<file path="src/rtl/core/gjls_pkg.sv">
`default_nettype none
package gjls_pkg;

  localparam int MaxUnknowns = 8;
  localparam int StoreDepth  = MaxUnknowns * (MaxUnknowns + 1);
  localparam int AddrW       = $clog2(StoreDepth);
  localparam int IdxW        = $clog2(MaxUnknowns);
  localparam int ColW        = $clog2(MaxUnknowns + 1);
  localparam int OrderW      = 4;

  localparam logic [31:0] SatMax = 32'h7fff_ffff;
  localparam logic [31:0] SatMin = 32'h8000_0000;

  typedef enum logic [3:0] {
    ST_LOAD,
    ST_PIV_RD,
    ST_PIV_CHK,
    ST_RAT_RD,
    ST_RAT_DIV,
    ST_ROW_RD,
    ST_ROW_MUL,
    ST_ROW_WR,
    ST_FIN_RD,
    ST_FIN_CHK,
    ST_SOL_RD,
    ST_SOL_DIV,
    ST_EMIT,
    ST_SING
  } state_t;

  typedef enum logic [2:0] {
    RD_NONE,
    RD_PIVOT,
    RD_OTHER,
    RD_ROWI,
    RD_ROWJ,
    RD_RHS
  } rd_sel_t;

  typedef struct packed {
    logic             load_wr;
    logic [AddrW-1:0] load_addr;
    rd_sel_t          rd_sel;
    logic [AddrW-1:0] rd_addr;
    logic             div_start;
    logic             div_sol;
    logic             mul_start;
    logic             row_wr;
    logic [AddrW-1:0] wr_addr;
  } dp_cmd_t;

  typedef struct packed {
    logic        pivot_zero;
    logic        ratio_zero;
    logic        div_busy;
    logic        mul_busy;
    logic [31:0] quotient;
  } dp_sts_t;

  function automatic logic [31:0] sat32(input logic signed [63:0] v);
    logic [31:0] r;
    if (v > 64'sh0000_0000_7fff_ffff) begin
      r = SatMax;
    end else if (v < -64'sh0000_0000_8000_0000) begin
      r = SatMin;
    end else begin
      r = v[31:0];
    end
    return r;
  endfunction

endpackage
`default_nettype wire

</file>
<file path="src/rtl/core/gjls_ctrl.sv">
`default_nettype none
// Sequencer: loading, elimination loops i/j/k, final checks and output.
module gjls_ctrl (
  input  wire logic                 clk,
  input  wire logic                 rst,
  input  wire logic [3:0]           order,
  input  wire logic                 cfg_wr,
  input  wire logic                 in_fire,
  output logic                      in_ready,
  output logic                      out_valid,
  input  wire logic                 out_ready,
  output logic [31:0]               out_sol,
  output logic [2:0]                out_idx,
  output logic                      out_last,
  output logic                      out_sing,
  output gjls_pkg::dp_cmd_t         cmd,
  input  wire gjls_pkg::dp_sts_t    sts
);

  localparam int AW = gjls_pkg::AddrW;

  gjls_pkg::state_t state, state_next;
  logic [AW-1:0] load_pos;
  logic [3:0]    ci, cj, ck;
  logic [3:0]    n;
  logic [3:0]    w;
  logic [AW-1:0] total;
  logic          ovalid;
  logic [31:0]   osol;
  logic [2:0]    oidx;
  logic          olast, osing;
  logic [3:0]    ci_next, cj_next, ck_next;

  always_comb begin
    if (order == 4'd0) begin
      n = 4'd1;
    end else if (order > 4'(gjls_pkg::MaxUnknowns)) begin
      n = 4'(gjls_pkg::MaxUnknowns);
    end else begin
      n = order;
    end
    w     = n + 4'd1;
    total = AW'(n) * AW'(w);
  end

  function automatic logic [AW-1:0] addr(input logic [3:0] r, input logic [3:0] c,
                                         input logic [3:0] wd);
    return AW'(r * wd + {4'd0, c});
  endfunction

  always_ff @(posedge clk) begin
    if (rst) begin
      state    <= gjls_pkg::ST_LOAD;
      load_pos <= '0;
      ovalid   <= 1'b0;
    end else begin
      state <= state_next;
      ci    <= ci_next;
      cj    <= cj_next;
      ck    <= ck_next;
      if (cfg_wr) begin
        load_pos <= '0;
      end else if (in_fire) begin
        load_pos <= (load_pos + AW'(1) >= total) ? '0 : load_pos + AW'(1);
      end
      if (state == gjls_pkg::ST_EMIT && (!ovalid || out_ready)) begin
        ovalid <= 1'b1;
        osol   <= sts.quotient;
        oidx   <= ci[2:0];
        olast  <= (ci + 4'd1 == n);
        osing  <= 1'b0;
      end else if (state == gjls_pkg::ST_SING && (!ovalid || out_ready)) begin
        ovalid <= 1'b1;
        osol   <= '0;
        oidx   <= ci[2:0];
        olast  <= 1'b1;
        osing  <= 1'b1;
      end else if (ovalid && out_ready) begin
        ovalid <= 1'b0;
      end
    end
  end

  always_comb begin
    state_next    = state;
    ci_next       = ci;
    cj_next       = cj;
    ck_next       = ck;
    in_ready      = 1'b0;
    cmd           = '0;
    cmd.rd_sel    = gjls_pkg::RD_NONE;
    cmd.load_addr = load_pos;
    unique case (state)
      gjls_pkg::ST_LOAD: begin
        in_ready = 1'b1;
        if (in_fire) begin
          cmd.load_wr = 1'b1;
          if (load_pos + AW'(1) >= total) begin
            ci_next    = '0;
            state_next = gjls_pkg::ST_PIV_RD;
          end
        end
      end
      gjls_pkg::ST_PIV_RD: begin
        cmd.rd_addr = addr(ci, ci, w);
        cmd.rd_sel  = gjls_pkg::RD_PIVOT;
        cj_next     = '0;
        ck_next     = 4'd1;
        state_next  = gjls_pkg::ST_PIV_CHK;
      end
      gjls_pkg::ST_PIV_CHK: begin
        // wait while the registered read passes through rd_data into pivot
        if (ck != 4'd0) begin
          ck_next = 4'd0;
        end else if (sts.pivot_zero) begin
          state_next = gjls_pkg::ST_SING;
        end else begin
          state_next = gjls_pkg::ST_RAT_RD;
        end
      end
      gjls_pkg::ST_RAT_RD: begin
        if (cj >= n) begin
          if (ci + 4'd1 >= n) begin
            ci_next    = '0;
            state_next = gjls_pkg::ST_FIN_RD;
          end else begin
            ci_next    = ci + 4'd1;
            state_next = gjls_pkg::ST_PIV_RD;
          end
        end else if (cj == ci) begin
          cj_next = cj + 4'd1;
        end else begin
          cmd.rd_addr = addr(cj, ci, w);
          cmd.rd_sel  = gjls_pkg::RD_OTHER;
          ck_next     = 4'd15;
          state_next  = gjls_pkg::ST_RAT_DIV;
        end
      end
      gjls_pkg::ST_RAT_DIV: begin
        // ck counts a short wait for the read, then the divide
        if (ck == 4'd15) begin
          ck_next = 4'd14;
        end else if (ck == 4'd14) begin
          cmd.div_start = 1'b1;
          ck_next       = 4'd13;
        end else if (!sts.div_busy) begin
          if (sts.ratio_zero) begin
            cj_next    = cj + 4'd1;
            state_next = gjls_pkg::ST_RAT_RD;
          end else begin
            ck_next    = '0;
            state_next = gjls_pkg::ST_ROW_RD;
          end
        end
      end
      gjls_pkg::ST_ROW_RD: begin
        cmd.rd_addr = addr(ci, ck, w);
        cmd.rd_sel  = gjls_pkg::RD_ROWI;
        state_next  = gjls_pkg::ST_ROW_MUL;
      end
      gjls_pkg::ST_ROW_MUL: begin
        cmd.rd_addr   = addr(cj, ck, w);
        cmd.rd_sel    = gjls_pkg::RD_ROWJ;
        state_next    = gjls_pkg::ST_ROW_WR;
      end
      gjls_pkg::ST_ROW_WR: begin
        // rowi ready now; rowj lands next cycle, multiply in parallel
        cmd.mul_start = 1'b1;
        state_next    = gjls_pkg::ST_FIN_CHK;
      end
      gjls_pkg::ST_FIN_CHK: begin
        // row update pipeline (cj < n) or final diagonal check (cj >= n)
        if (cj < n) begin
          if (!sts.mul_busy) begin
            cmd.row_wr  = 1'b1;
            cmd.wr_addr = addr(cj, ck, w);
            if (ck + 4'd1 >= w) begin
              cj_next    = cj + 4'd1;
              state_next = gjls_pkg::ST_RAT_RD;
            end else begin
              ck_next    = ck + 4'd1;
              state_next = gjls_pkg::ST_ROW_RD;
            end
          end
        end else begin
          if (ck != 4'd0) begin
            ck_next = 4'd0;
          end else if (sts.pivot_zero) begin
            state_next = gjls_pkg::ST_SING;
          end else if (ci + 4'd1 >= n) begin
            ci_next    = '0;
            state_next = gjls_pkg::ST_SOL_RD;
          end else begin
            ci_next    = ci + 4'd1;
            state_next = gjls_pkg::ST_FIN_RD;
          end
        end
      end
      gjls_pkg::ST_FIN_RD: begin
        cmd.rd_addr = addr(ci, ci, w);
        cmd.rd_sel  = gjls_pkg::RD_PIVOT;
        cj_next     = 4'd15;
        ck_next     = 4'd1;
        state_next  = gjls_pkg::ST_FIN_CHK;
      end
      gjls_pkg::ST_SOL_RD: begin
        cmd.rd_addr = addr(ci, ci, w);
        cmd.rd_sel  = gjls_pkg::RD_PIVOT;
        ck_next     = 4'd15;
        state_next  = gjls_pkg::ST_SOL_DIV;
      end
      gjls_pkg::ST_SOL_DIV: begin
        if (ck == 4'd15) begin
          cmd.rd_addr = addr(ci, n, w);
          cmd.rd_sel  = gjls_pkg::RD_RHS;
          ck_next     = 4'd14;
        end else if (ck == 4'd14) begin
          ck_next = 4'd13;
        end else if (ck == 4'd13) begin
          cmd.div_sol   = 1'b1;
          cmd.div_start = 1'b1;
          ck_next       = 4'd12;
        end else if (!sts.div_busy) begin
          cmd.div_sol = 1'b1;
          state_next  = gjls_pkg::ST_EMIT;
        end
      end
      gjls_pkg::ST_EMIT: begin
        cmd.div_sol = 1'b1;
        if (!ovalid || out_ready) begin
          if (ci + 4'd1 >= n) begin
            state_next = gjls_pkg::ST_LOAD;
          end else begin
            ci_next    = ci + 4'd1;
            state_next = gjls_pkg::ST_SOL_RD;
          end
        end
      end
      gjls_pkg::ST_SING: begin
        if (!ovalid || out_ready) begin
          state_next = gjls_pkg::ST_LOAD;
        end
      end
      default: state_next = gjls_pkg::ST_LOAD;
    endcase
  end

  assign out_valid = ovalid;
  assign out_sol   = osol;
  assign out_idx   = oidx;
  assign out_last  = olast;
  assign out_sing  = osing;

endmodule
`default_nettype wire

</file>
<file path="config.mk">
export PLATFORM = sky130hd
export DESIGN_NAME = gjls_ctrl
export DESIGN_NICKNAME = d
export VERILOG_FILES = /design/src/rtl/core/gjls_pkg.sv /design/src/rtl/core/gjls_ctrl.sv
export SDC_FILE = /design/constraint.sdc
export NUM_CORES = 1
export LEC_CHECK = 0
export BUFFER_PORTS_ARGS = -buffer_cell sky130_fd_sc_hd__buf_2
export CORE_MARGIN = 2
export CORE_UTILIZATION = 45
export DETAILED_ROUTE_END_ITERATION = 7
export HOLD_SLACK_MARGIN = 0.08
export PLACE_DENSITY = 0.7
export SYNTH_ARGS = -nofsm -noshare
export SYNTH_HDL_FRONTEND = slang
export SYNTH_SLANG_ARGS = --single-unit
</file>
<file path="constraint.sdc">
create_clock -name clk -period 6.2 [get_ports clk]
set_input_delay 0.93 -clock clk [delete_from_list [all_inputs] [get_ports clk]]
set_output_delay 0.93 -clock clk [all_outputs]
set_load 0.05 [all_outputs]
</file>
==> qor.txt <==
RUN STATUS
-------------------------------------------------------------------------------------------------
Run status                                                                           complete, no violations

CLOCK TREE
-------------------------------------------------------------------------------------------------
Maximum buffer depth of the clock tree                                                          2
Total number of H-tree levels                                                                   3
Number of buffers inserted to repair setup after CTS                                            0
Clock edge transition at the registers on the reported setup and hold paths                 60 ps
Hold-fix buffers, CTS                                                                           0
Number of clock sinks                                                                          61
Clock root buffer                                                                       clkbuf_16
TritonCTS Buffers                                                                               9
TritonCTS clock tree                                                                          yes
Worst-skew pair later-pin latency                                                          330 ps

POWER AND IR DROP
-------------------------------------------------------------------------------------------------
Total power divided by cell area                                                      415 mW/mm^2
Fraction of power spent switching nets                                                      48.3%
Overall power consumption                                                                 2.97 mW
Share of total power in the clock network                                                   16.8%
Net switching power figure                                                                1.44 mW
Part of the total power dissipated in combinational logic                                   63.4%
Cell internal pwr                                                                         1.54 mW
Sequential cell fraction of total power                                                     19.8%
Leakage power of the design                                                               3.35 nW
Peak VDD IR                                                                              0.208 mV

LOGIC SYNTHESIS
-------------------------------------------------------------------------------------------------
Share of the yosys chip area belonging to registers                                         28.6%
Post-synthesis area per instance                                                        8.99 um^2
Synthesized instance count                                                                    666
Total standard cell area after synthesis                                             0.00599 mm^2
Proportion of register bits with asynchronous set or reset after synthesis                     0%
Synthesized Nets                                                                              799
Number of warning messages in the yosys log                                                     0
Flip-flop and latch count after synthesis                                                      61
Most used flip-flop cell after synthesis                                                 edfxtp_1
Post-synth EDFFs                                                                               49
Number of distinct library cell variants in the gate-level netlist after synthesis             76

CRITICAL PATH
-------------------------------------------------------------------------------------------------
Setup slack on the worst flop-to-flop path                                                3110 ps
Data required time of the critical path                                                   5270 ps
Crit path max fanout                                                                           11
Timing startpoint of the critical path                                                   order[1]
Reg2Reg Launch Point                                                                        ck[1]
Worst EP arrival                                                                          5110 ps
Type of the worst setup path                                                            in -> out
Critical path capture point type                                                       output pin
Critical Path Start Type                                                                input pin

PLACED DESIGN
-------------------------------------------------------------------------------------------------
Placed Instance Area                                                                 0.00680 mm^2
Final weighted congestion in routability-driven placement                                   0.982
Count of port buffers added during placement                                                  112
Worst slack, placed                                                                      -7.75 ps
Half-perimeter wire length after detailed placement                                      12700 um

LAYOUT
-------------------------------------------------------------------------------------------------
Synthesis-to-finish area growth                                                             19.7%
N_diodes                                                                                        0
Post-route design area                                                               0.00716 mm^2
Utilization of the core after routing                                                       54.5%
Layout cells sized above 1                                                                  22.8%
Post-layout net count                                                                         907

ROUTING
-------------------------------------------------------------------------------------------------
Post-route DRC                                                                                  0
Via density per instance                                                                     5.81
Iteration count of the initial detailed-routing pass                                            5
First-iteration detailed-routing DRC count                                                    598
Routed wire length per instance                                                           17.3 um
Via count                                                                                    5549
Total wire length after detailed routing                                                 16600 um
Number of routed nets with antenna violations                                                   0

FLOW RUN
-------------------------------------------------------------------------------------------------
MaxCap Viol Count                                                                               0

TIMING
-------------------------------------------------------------------------------------------------
Worst setup margin                                                                         158 ps
Hold violation total from the final report                                                      0
Shortest clock period the worst path allows after layout                                  6040 ps
Final setup violation count                                                                     0
Final setup skew                                                                          7.40 ps
Final-layout setup total negative slack                                                      0 ps
Worst slew margin relative to its limit                                                     33.2%
Final cycle utilization of the critical path                                                97.4%
Transition time of the tightest slew-check pin                                             994 ps
Max Slew Vio Count                                                                              0
Highest clock frequency the design can meet                                               166 MHz

GLOBAL ROUTE
-------------------------------------------------------------------------------------------------
Global-route wire length before repair                                                   26700 um
Antenna violations before repair                                                                0
Largest net degree at the start of global routing                                              35
Global Route Usage Sum                                                                      23.1%
Final global-route overflow total                                                               0
Via count of the first global-routing pass                                                   5453

DIE
-------------------------------------------------------------------------------------------------
Floorplan die height                                                                       119 um
Die footprint                                                                         0.0142 mm^2
Number of rows in the core area                                                                42
I/O pin count                                                                                 113
Starting density of the core                                                                45.6%
Die W                                                                                      119 um
Total core area                                                                       0.0131 mm^2

HOLD PATH
-------------------------------------------------------------------------------------------------
Start point of the worst hold path                                                    load_pos[5]
Worst min-delay path class                                                             reg -> reg

## sequential cells by signal, summed over array words and instances (netlist names)
| name | count |
|---|---|
| out_valid | 1 |
| ck | 4 |
| ci | 4 |
| state | 4 |
| cj | 4 |
| load_pos | 7 |
| out_last | 1 |
| out_sing | 1 |
| out_sol | 32 |
| out_idx | 3 |
## Yosys cell counts, types with 5 or more instances
master,number,area (um^2)
ha_1,73,913
nor2_1,55,206
a21oi_1,52,260
edfxtp_1,49,1470
nand2_1,46,173
and3_1,41,257
inv_1,36,135
xnor2_1,29,254
nor2b_1,24,150
nand3_1,22,110
clkbuf_1,18,67.6
o21ai_0,18,90.1
xor2_1,17,149
fa_1,15,300
nand2b_1,13,81.3
nor3_1,13,65.1
dfxtp_1,12,240
a21o_1,11,82.6
buf_2,9,45.0
o211ai_1,7,52.6
o21ai_1,6,30.0
o221ai_1,6,52.6
a31oi_1,5,31.3
and2_1,5,31.3
## routing by layer
metal / global-route usage, % / routed length (um)
met1: 30.2 / 7140
met2: 39.1 / 7730
met3: 4.55 / 1380
met4: 6.32 / 314
met5: 0 / 0
## final timing paths
path / endpoint / cells past startpoint
setup / recovery: cmd[17] / 19
hold reg to reg: load_pos[5] / 2
setup reg to reg: cj[1] / 8
hold / removal: load_pos[5] / 2
## layout by cell type (no fill, tap or decap), types with 4 or more instances in the layout
cell,Yosys,layout
a31oi_1,5,5
ha_4,0,4
dfxtp_1,12,12
nor2_1,55,54
nor3_1,13,12
o211ai_1,7,7
nor2b_1,24,24
inv_1,36,34
a22oi_1,4,4
and2_1,5,5
o21ai_1,6,9
a21o_1,11,11
xor2_1,17,17
buf_2,9,110
o22ai_1,4,4
ha_1,73,68
fa_1,15,12
o21ai_0,18,15
and3_1,41,41
nand3_1,22,22
nand2b_1,13,12
buf_4,0,17
a21oi_1,52,52
clkbuf_16,0,9
edfxtp_1,49,49
xnor2_1,29,29
o221ai_1,6,6
nand2_1,46,45
## metrics by stage
| step | hold slack (ps) | std cells |
|---|---|---|
| after floorplan | 451 | 666 |
| after global placement | 477 | 939 |
| after detailed placement | 490 | 939 |
| final | 495 | 955 |
| after CTS | 504 | 955 |
| after global routing | 536 | 955 |
## repair_timing
item                       CTS  global route
setup endpoints to repair    1             2
resized for setup            1            15
pin swaps                    0             3
## power by group through the flow
stage | clock network, mW | logic [mW] | registers (mW)
after floorplan | 0 | 1.37 | 0.591
after global placement | 0 | 1.74 | 0.591
after detailed placement | 0 | 1.77 | 0.593
after CTS | 0.508 | 1.79 | 0.585
after global routing | 0.526 | 2.06 | 0.594
final | 0.500 | 1.89 | 0.588
## layout make-up
class / instances / area [um^2]
Tap cell: 176 / 220
Clock buffer: 9 / 225
Fill cell: 1211 / 5970
Inverter: 38 / 145
Clock inverter: 7 / 75.1
Multi-Input combinational cell: 536 / 4100
Sequential cell: 61 / 1710
Timing Repair Buffer: 128 / 689
## critical path, stage by stage
cell      delay (ps)
buf_2            100
o21ba_2          240
nor2_4           120
ha_2             180
inv_1             60
ha_4             210
buf_4            170
nand2b_4         150
fa_1             510
inv_1             60
fa_2             570
fa_2             470
ha_1             360
o21ai_1          100
nand2b_1          90
and3_1           200
xnor2_1          150
o211ai_1         210
buf_4            230
## kinds of logic after synthesis
group | after synthesis | share of synthesized area, %
xor+xnor | 46 | 6.73
fa+ha+maj | 88 | 20.3
mux | 5 | 0.899
buf+inv | 69 | 4.64
compound gates | 155 | 17.5
flops | 61 | 28.6
simple gates | 242 | 21.3
Power figures use the tool's default switching activity.
